## src/rtl/pafk_pkg.sv

```systemverilog
// Shared types and constants of the planar arm forward kinematics block.
// Depends on nothing; used by the CORDIC cell and the top level.
package pafk_pkg;
	localparam logic [1:0] REG_LINK_COUNT = 2'd0;
	localparam logic [1:0] REG_LENGTH_FIRST = 2'd1;
	localparam logic [1:0] REG_LENGTH_SECOND = 2'd2;
	localparam logic [1:0] REG_LENGTH_THIRD = 2'd3;

	localparam int LANES = 3;
	localparam int POS_W = 19;
	localparam int POS_LIMIT = 196605;
	localparam logic [33:0] GAIN_Q30 = 34'h026DD3B6A;

	localparam logic [31:0] ATAN_TURN32 [24] = '{
		32'h20000000, 32'h12E4051E, 32'h09FB385B, 32'h051111D4,
		32'h028B0D43, 32'h0145D7E1, 32'h00A2F61E, 32'h00517C55,
		32'h0028BE53, 32'h00145F2F, 32'h000A2F98, 32'h000517CC,
		32'h00028BE6, 32'h000145F3, 32'h0000A2FA, 32'h0000517D,
		32'h000028BE, 32'h0000145F, 32'h00000A30, 32'h00000518,
		32'h0000028C, 32'h00000146, 32'h000000A3, 32'h00000051
	};

	typedef struct packed {
		logic vld;
		logic [1:0] sel;
		logic [LANES-1:0] flip;
	} pafk_ctl_t;
endpackage

```

## src/rtl/pafk_cell.sv

```systemverilog
// One CORDIC rotation step for the three joint lanes, with its own register.
// Depends on pafk_pkg for the control struct and the arctangent table.
module pafk_cell #(
	parameter int XW = 34,
	parameter int ZW = 18,
	parameter int AB = 16,
	parameter int STAGE = 0
) (
	input logic clk,
	input logic arst_n,
	input pafk_pkg::pafk_ctl_t ctl_in,
	input logic signed [XW-1:0] x_in [3],
	input logic signed [XW-1:0] y_in [3],
	input logic signed [ZW-1:0] z_in [3],
	input logic rdy_next,
	output logic rdy,
	output pafk_pkg::pafk_ctl_t ctl_out,
	output logic signed [XW-1:0] x_out [3],
	output logic signed [XW-1:0] y_out [3],
	output logic signed [ZW-1:0] z_out [3]
);
	import pafk_pkg::*;

	localparam int E = 32 - AB;
	localparam logic [32:0] ASUM = {1'b0, ATAN_TURN32[STAGE]} + (33'd1 << (E - 1));
	localparam logic signed [ZW-1:0] A = ZW'(ASUM >> E);

	pafk_ctl_t ctl_q;
	logic signed [XW-1:0] x_q [3];
	logic signed [XW-1:0] y_q [3];
	logic signed [ZW-1:0] z_q [3];

	assign rdy = !ctl_q.vld || rdy_next;

	always_ff @(posedge clk or negedge arst_n) begin
		if (!arst_n) begin
			ctl_q <= '0;
		end else if (rdy) begin
			ctl_q <= ctl_in;
		end
	end

	always_ff @(posedge clk) begin
		if (rdy) begin
			for (int k = 0; k < LANES; k++) begin
				if (!z_in[k][ZW-1]) begin
					x_q[k] <= x_in[k] - (y_in[k] >>> STAGE);
					y_q[k] <= y_in[k] + (x_in[k] >>> STAGE);
					z_q[k] <= z_in[k] - A;
				end else begin
					x_q[k] <= x_in[k] + (y_in[k] >>> STAGE);
					y_q[k] <= y_in[k] - (x_in[k] >>> STAGE);
					z_q[k] <= z_in[k] + A;
				end
			end
		end
	end

	assign ctl_out = ctl_q;
	assign x_out = x_q;
	assign y_out = y_q;
	assign z_out = z_q;
endmodule

```

## config.mk

```make
export PLATFORM = sky130hd
export DESIGN_NAME = pafk_cell
export DESIGN_NICKNAME = d
export VERILOG_FILES = /design/src/rtl/pafk_pkg.sv /design/src/rtl/pafk_cell.sv
export SDC_FILE = /design/constraint.sdc
export NUM_CORES = 1
export LEC_CHECK = 0
export ABC_AREA = 1
export BUFFER_PORTS_ARGS = -buffer_cell sky130_fd_sc_hd__buf_2
export CORE_MARGIN = 2
export CORE_UTILIZATION = 53
export DETAILED_ROUTE_END_ITERATION = 16
export PLACE_DENSITY = 0.79
export RECOVER_POWER = 50
export SYNTH_ARGS = -nofsm -noshare
export SYNTH_HDL_FRONTEND = slang
export SYNTH_SLANG_ARGS = --single-unit
```

## constraint.sdc

```tcl
create_clock -name clk -period 6.6 [get_ports clk]
set_clock_uncertainty 0.15 [all_clocks]
set_input_delay 0.33 -clock clk [delete_from_list [all_inputs] [get_ports clk]]
set_output_delay 0.33 -clock clk [all_outputs]
set_load 0.02 [all_outputs]
```

==> metrics, run 1 <==
sequential fraction of the synthesis area between 20 and 30%; Area contributors post-synth edfxtp_1, nand2_1, ha_1; gpl congestion roughly 1.1; run status finished, violations left; routed len/inst 20.7 um; pre-CTS WS approximately 3.5 ns; initial antenna violation count 8; Initial Utilization between 50 and 60%; maxcap violations 3; WP data required between 6 and 7 ns; total power draw approximately 7.0 mW; Syn Inst Count 4,528; via count 33,400; Max Clk Rate 242 MHz; all-layer global routing usage about 40%; CTS root buf clkbuf_16; number of synthesized flops with an enable pin roughly 260; synthesis warning total 0; largest net degree at the start of global routing 76; vias in the first global route 30,600; worst-path fanout max 75; met2 GRT Util a little over three fifths; gr busiest metal met2; Net Count, Synth 5,114; met1 usage 52.2%; TNS Setup 0 ns; synthesized flop and latch total 261; Clock transition at path regs approximately 0.07 ns; DIE WIDTH 242 um; Tmin final slightly above 4 ns; clock latency on the worst-skew pair 0.60 ns; Area growth syn-to-layout 13.9%; top_reg_cell synth edfxtp_1; CTS tree built; Die Ht roughly 240 um; layout cells sized above 1 9.15%; asr flop ratio synth 2.30%; final hold viol count 0; Cell Area, Synth roughly 30,000 um^2; Final Net Count 5,610; HP Class primary input to flop; filler cell count about 5,500; # rows 87; area of the core ~56,000 um^2; dominant cell type by area after synthesis edfxtp_1; Initial DRT Pass Iterations 8; DIE AREA between 50,000 and 60,000 um^2; post-DP HPWL 98,000 um; htree depth 1; period utilisation layout ~63%; num ports 532; grt ovf 0; Mean Syn Cell Area roughly 6.6 um^2; DRT iter0 DRCs 3,595; Num Clock Sinks roughly 260; measured slew at the worst slew-check pin roughly 3.7 ns; power per standard cell area approximately 200 nW/um^2; setup violators final 0; post-synth cell types 55; crit end category flop; Pins Over Slew Limit 182; LEAKAGE 17.0 nW; vias per cell roughly 5.7; Peak VDD IR between 200 and 250 uV; Worst EP arrival around 4.4 ns; Placement Cell Area approximately 33,000 um^2; first-pass GRT wire length around 180,000 um; port bufs approximately 530; Slew HR -149%; unrepaired setup endpoints after global routing false; failing checks capacitance limit, slew limit; design area 34,200 um^2; grt met3 use ~5.6%; share of the synthesized area in the top cell type between 20% and 30%; drt total wl approximately 120,000 um; Worst Setup Start Kind primary input; TritonCTS Buffers 31; setup slack after layout 2.47 ns; Detail Route Antenna Nets 0; CTS Buffer Depth 3; WS Path Type primary input to flop; Post-CTS Resized 0; DRC viols 0
## Yosys cell counts (all sizes together), types with 5 or more instances
master     n
o21bai    31
edfxtp   255
nor2     421
inv      669
o21a      11
a31oi      8
and2       5
buf      111
o211ai    20
xor2      81
o21ai    288
nor4      10
o22ai     15
mux2       5
dfrtp      6
clkbuf    23
ha       307
mux2i      5
nand3    437
nand3b     7
a21boi     5
nand4     31
a21oi    386
o31ai     12
or2       20
a21o      37
nand2   1251
fa        12
nor3      53
## kinds of logic (layout without fill, tap and decap cells)
group | count (synthesis) | after routing | synth area share, %
compound gates | 813 | 813 | 15.0
flops | 261 | 261 | 26.0
simple gates | 2236 | 2236 | 31.5
xor+xnor | 84 | 84 | 2.45
other cells | 0 | 9 | 0
buf+inv | 805 | 1326 | 11.1
fa+ha+maj | 319 | 319 | 13.6
mux | 10 | 10 | 0.354
## path summary, 6_finish.rpt
path                            start    endpoint  slack, ns  cells after the start
setup / recovery             z_in[35]   z_out[34]       2.47                      7
hold / removal               z_in[52]   z_out[53]       0.07                      3
setup reg to reg           ctl_out[5]  ctl_out[4]       4.19                      3
min in group asynchronous      arst_n  ctl_out[4]       0.56                      3
hold reg to reg            ctl_out[4]  ctl_out[4]       0.37                      1
max in group asynchronous      arst_n  ctl_out[0]       5.49                      3
## routing by layer
layer	wire, um	vias to the layer above
met5	13	-
met4	6300	2
met3	11500	303
met2	53100	1903
met1	49300	15400
li1	-	15800
## final cells by class
type | count | area [um^2] | area share [%]
Timing Repair Buffer | 597 | 2940 | 8.60
Clock buffer | 38 | 822 | 2.40
Clock inverter | 20 | 253 | 0.738
Tap cell | 756 | 946 | 2.76
Sequential cell | 261 | 7810 | 22.8
Inverter | 671 | 2520 | 7.36
Antenna cell | 9 | 22.5 | 0.0658
Multi-Input combinational cell | 3462 | 18900 | 55.3
## where the power goes
| group | total [mW] | internal, mW | switching (mW) |
|---|---|---|---|
| Sequential | 2.26 | 2.13 | 0.125 |
| Combinational | 2.93 | 0.821 | 2.11 |
| Clock | 1.83 | 1.05 | 0.778 |
## worst max-delay path, cell delays in order
cell and delay, ns:
clkbuf_1 0.29, clkinv_1 0.10, clkbuf_1 2.63, ha_1 0.67, nand3_1 0.10, nand3_1 0.08
xor2_1 0.14
## layout by cell type, fill, tap and decap left out, types with 6 or more instances in the layout
| cell | instances |
|---|---|
| inv_2 | 17 |
| clkbuf_16 | 31 |
| nand4_1 | 31 |
| buf_2 | 258 |
| edfxtp_1 | 255 |
| o21ai_0 | 239 |
| inv_1 | 652 |
| clkbuf_1 | 281 |
| o21a_1 | 11 |
| a21oi_1 | 369 |
| nor2_1 | 392 |
| ha_1 | 307 |
| dfrtp_1 | 6 |
| o21ai_1 | 39 |
| a31oi_1 | 8 |
| a21oi_2 | 17 |
| diode_2 | 9 |
| o22ai_1 | 15 |
| nand3b_1 | 6 |
| o21bai_1 | 31 |
| a21o_1 | 37 |
| nand2_1 | 1221 |
| xor2_1 | 81 |
| o21ai_2 | 10 |
| nor3_1 | 42 |
| dlygate4sd3_1 | 57 |
| nand2_2 | 28 |
| fa_1 | 12 |
| o211ai_1 | 18 |
| nor2_2 | 28 |
| nand3_1 | 434 |
| or2_2 | 13 |
| o31ai_1 | 10 |
| buf_4 | 6 |
| nor3_2 | 11 |
## repair_timing
| action | in CTS | in global routing |
|---|---|---|
| hold buffers | 57 | 0 |
| hold endpoints to repair | 61 | 0 |
| buffers inserted | 0 | 0 |
## registers in the layout (all words and copies together), names as in the netlist
signal / flops
z_out: 54
y_out: 102
ctl_out: 6
x_out: 99
## through the flow
step | cells | utilization [%] | hold slack [ns]
5_1_grt | 5812 | 60.8 | 0.0580
4_1_cts | 5805 | 61.4 | 0.0459
2_1_floorplan | 4528 | - | -0.116
3_5_place_dp | 5690 | 58.5 | 0.0176
3_3_place_gp | 5690 | 58.5 | 0.0153
6_report | 5814 | 60.8 | 0.0664
No activity file was read; power rests on OpenSTA's default activity.
==> inputs of run 2 (changes only) <==
--- a/config.mk
+++ b/config.mk
@@ -8,9 +8,9 @@
 export ABC_AREA = 1
 export BUFFER_PORTS_ARGS = -buffer_cell sky130_fd_sc_hd__buf_2
 export CORE_MARGIN = 2
-export CORE_UTILIZATION = 53
+export CORE_UTILIZATION = 59
 export DETAILED_ROUTE_END_ITERATION = 16
-export PLACE_DENSITY = 0.79
+export PLACE_DENSITY = 0.84
 export RECOVER_POWER = 50
 export SYNTH_ARGS = -nofsm -noshare
 export SYNTH_HDL_FRONTEND = slang
==> constraint.sdc (replaced) <==
create_clock -name clk -period 4 [get_ports clk]
set_clock_uncertainty 0.15 [all_clocks]
set_input_delay 0.2 -clock clk [delete_from_list [all_inputs] [get_ports clk]]
set_output_delay 0.2 -clock clk [all_outputs]
set_load 0.02 [all_outputs]
==> run 2 against run 1 <==
Compared with the run above:
- critical path type unchanged
- die area fell by 10%
- worst hold slack got worse by 0.044 ns
- register-to-register slack got worse by 2.4 ns
- sequential power rose by 65%
- critical endpoint is now y_out[92]
- the run ends with capacitance limit left
- clock-buffer cell count fell by 4
==> metrics, run 2 (synthesis gave the netlist of run 1 again) <==
clock group share of total power 25.4% (was 26.1%); Initial Utilization 59.8% (was 53.4%); run status finished, violations left (unchanged); commonest non-fill, non-tap cell in the layout nand2_1 (unchanged); htree depth 1 (unchanged); DIE WIDTH 230 um (was 242 um); first-pass GRT wire length 178,000 um (about the same); number of flip-flops under the largest register name 102 (unchanged); Die Ht 230 um (was 242 um); Pins Over Slew Limit 0 (was 182); area of the core 50,300 um^2 (was 56,300 um^2); slowest CP cell dlygate4sd3_1 (was clkbuf_1); Top cell by count, worst path nand2_1; port bufs 531 (unchanged); Placement Cell Area 32,900 um^2 (about the same); Num Clock Sinks 261 (unchanged); WP data required 4.19 ns (was 6.83 ns); CP bufs+invs 3 (unchanged); design area 34,300 um^2 (was 34,200 um^2); CP top delay family buffers and inverters (unchanged); routed len/inst 20.7 um (about the same); clock latency on the worst-skew pair 0.60 ns (about the same); CTS Buffer Depth 3 (unchanged); DRT iter0 DRCs 3,752 (was 3,595); unrepaired setup endpoints after global routing false (unchanged); peak per-stage delay on the critical path 0.59 ns (was 2.63 ns); setup violators final 0 (unchanged); CTS root buf clkbuf_16 (unchanged); # rows 82 (was 87); Max Clk Rate 332 MHz; drt total wl 119,000 um (was 120,000 um); Slew HR 1.02% (was -149%); Final Net Count 5,629 (was 5,610); CP cell instances dlygate4sd3_1 -> clkbuf_1 -> inv_1 -> ha_1 -> fa_1 -> o21ai_1 -> nand2_1 -> nand2_1 -> nand2_1 -> nand2_1 -> nand2_1 -> nand2_1 -> nand2_1 -> nand3_1 -> nand2_1 (was clkbuf_1 -> clkinv_1 -> clkbuf_1 -> ha_1 -> nand3_1 -> nand3_1 -> xor2_1); Worst EP arrival 3.20 ns (was 4.36 ns); post-DP HPWL 96,000 um (was 98,000 um); most frequent cells in the layout nand2_1, inv_1, nand3_1, nor2_1, a21oi_1 (unchanged); worst-path fanout max 4 (was 75); Clock transition at path regs 0.06 ns (was 0.07 ns); power per standard cell area 336 nW/um^2 (was 205 nW/um^2); Detail Route Antenna Nets 0 (unchanged); Seq pwr share 32.4% (was 32.2%); CTS tree built (unchanged); DRC viols 0 (unchanged); placed insts 5,614 (was 5,690); combinational share of power 42.2% (was 41.7%); via count 33,800 (was 33,400); sw power 4.95 mW (was 3.01 mW); DIE AREA 52,800 um^2 (was 58,600 um^2); LEAKAGE 17.1 nW (was 17.0 nW); vias in the first global route 31,700 (was 30,600); TritonCTS Buffers 31 (unchanged); final hold viol count 0 (unchanged); TNS Setup 0 ns (unchanged); initial antenna violation count 12 (was 8); gpl congestion 1.07 (was 1.06); failing checks capacitance limit (was capacitance limit, slew limit); crit end category flop (unchanged); vias per cell 5.88 (was 5.74); maxcap violations 2 (was 3); HP Class primary input to flop (unchanged); num ports 532 (unchanged); layout cells sized above 1 9.16% (was 9.15%); setup repair bufs after CTS 0 (unchanged); all-layer global routing usage 43.5% (was 39.1%); sw frac 42.9% (about the same); Peak VDD IR 356 uV (was 218 uV); Area growth syn-to-layout 14.0% (was 13.9%); Tmin final about 3.0 ns; grt ovf 0 (unchanged); WS Path Type primary input to flop (unchanged); Non-Filler Instances 5,746 (was 5,814); period utilisation layout between 70% and 80%; measured slew at the worst slew-check pin 1.48 ns (was 3.73 ns); Worst Setup Start Kind primary input (unchanged); P_int 6.57 mW (was 4.01 mW); Initial DRT Pass Iterations 8 (unchanged); largest net degree at the start of global routing 96 (was 76)
[run 2: changes by cell type in the layout (fill, tap and decap cells not counted), moves of 2 or more]
cell and change:
buf_12 +2, buf_2 -7, buf_4 +9, clkbuf_1 +2, clkbuf_8 -2, clkinv_2 +2, clkinvlp_4 -2, dlygate4sd3_1 +11
inv_6 +2
[run 2: per-layer routing]
metal | vias up | track usage, % | wire [um]
met5 | - | 0 | 49
met4 | 10 | 26.5 | 8580
met3 | 454 | 10.2 | 13900
met2 | 2206 | 68.3 | 51400
met1 | 15300 | 54.4 | 45100
li1 | 15800 | - | -
[run 2: through the flow]
| stage | setup WS (ns) | total power [mW] | util, % | hold slack (ns) |
|---|---|---|---|---|
| floorplan | 0.973 | 6.83 | - | -0.246 |
| global placement | 1.20 | 8.40 | 65.4 | -0.116 |
| detailed placement | 1.18 | 8.45 | 65.4 | -0.108 |
| CTS | 1.16 | 11.4 | 68.8 | 0.0101 |
| global route | 0.857 | 12.0 | 68.2 | 0.0301 |
| finish | 0.989 | 11.5 | 68.2 | 0.0221 |
[run 2: worst paths after layout]
check                            from         end  slack, ns  cells after the start
max                          y_in[68]   y_out[92]       0.99                     15
max reg2reg                ctl_out[5]   x_out[22]       1.84                      2
min reg2reg                ctl_out[4]  ctl_out[4]       0.40                      1
min in group asynchronous      arst_n  ctl_out[1]       0.43                      3
max in group asynchronous      arst_n  ctl_out[5]       3.00                      3
min                          y_in[69]   x_out[69]       0.02                      3
[run 2: what timing repair did]
| action | 4_1_cts | 5_1_grt |
|---|---|---|
| hold buffers | 68 | 0 |
| hold endpoints to repair | 72 | 0 |
| endpoints found under the setup margin | 0 | 0 |
| resized for setup | 0 | 0 |
[run 2: final cells by class]
class	instances	area, um^2
Antenna cell	8	20.0
Timing Repair Buffer	616	3140
Inverter	671	2520
Tap cell	672	841
Sequential cell	261	7810
Clock buffer	34	787
Clock inverter	22	241
Multi-Input combinational cell	3462	18900
Fill cell	4693	16000
[run 2: power groups by stage]
stage                     sequential [mW]  combinational (mW)  clock (mW)
after floorplan                      4.19                2.64           0
after global placement               3.73                4.66           0
after detailed placement             3.75                4.70           0
after CTS                            3.69                4.79        2.93
after global routing                 3.75                5.24        3.05
final                                3.73                4.86        2.93
[run 2: worst register-to-register path, cell delays in order, from the launching register on]
cell and delay [ns]:
dfrtp_1 0.50, nand2_8 0.58, buf_4 0.56
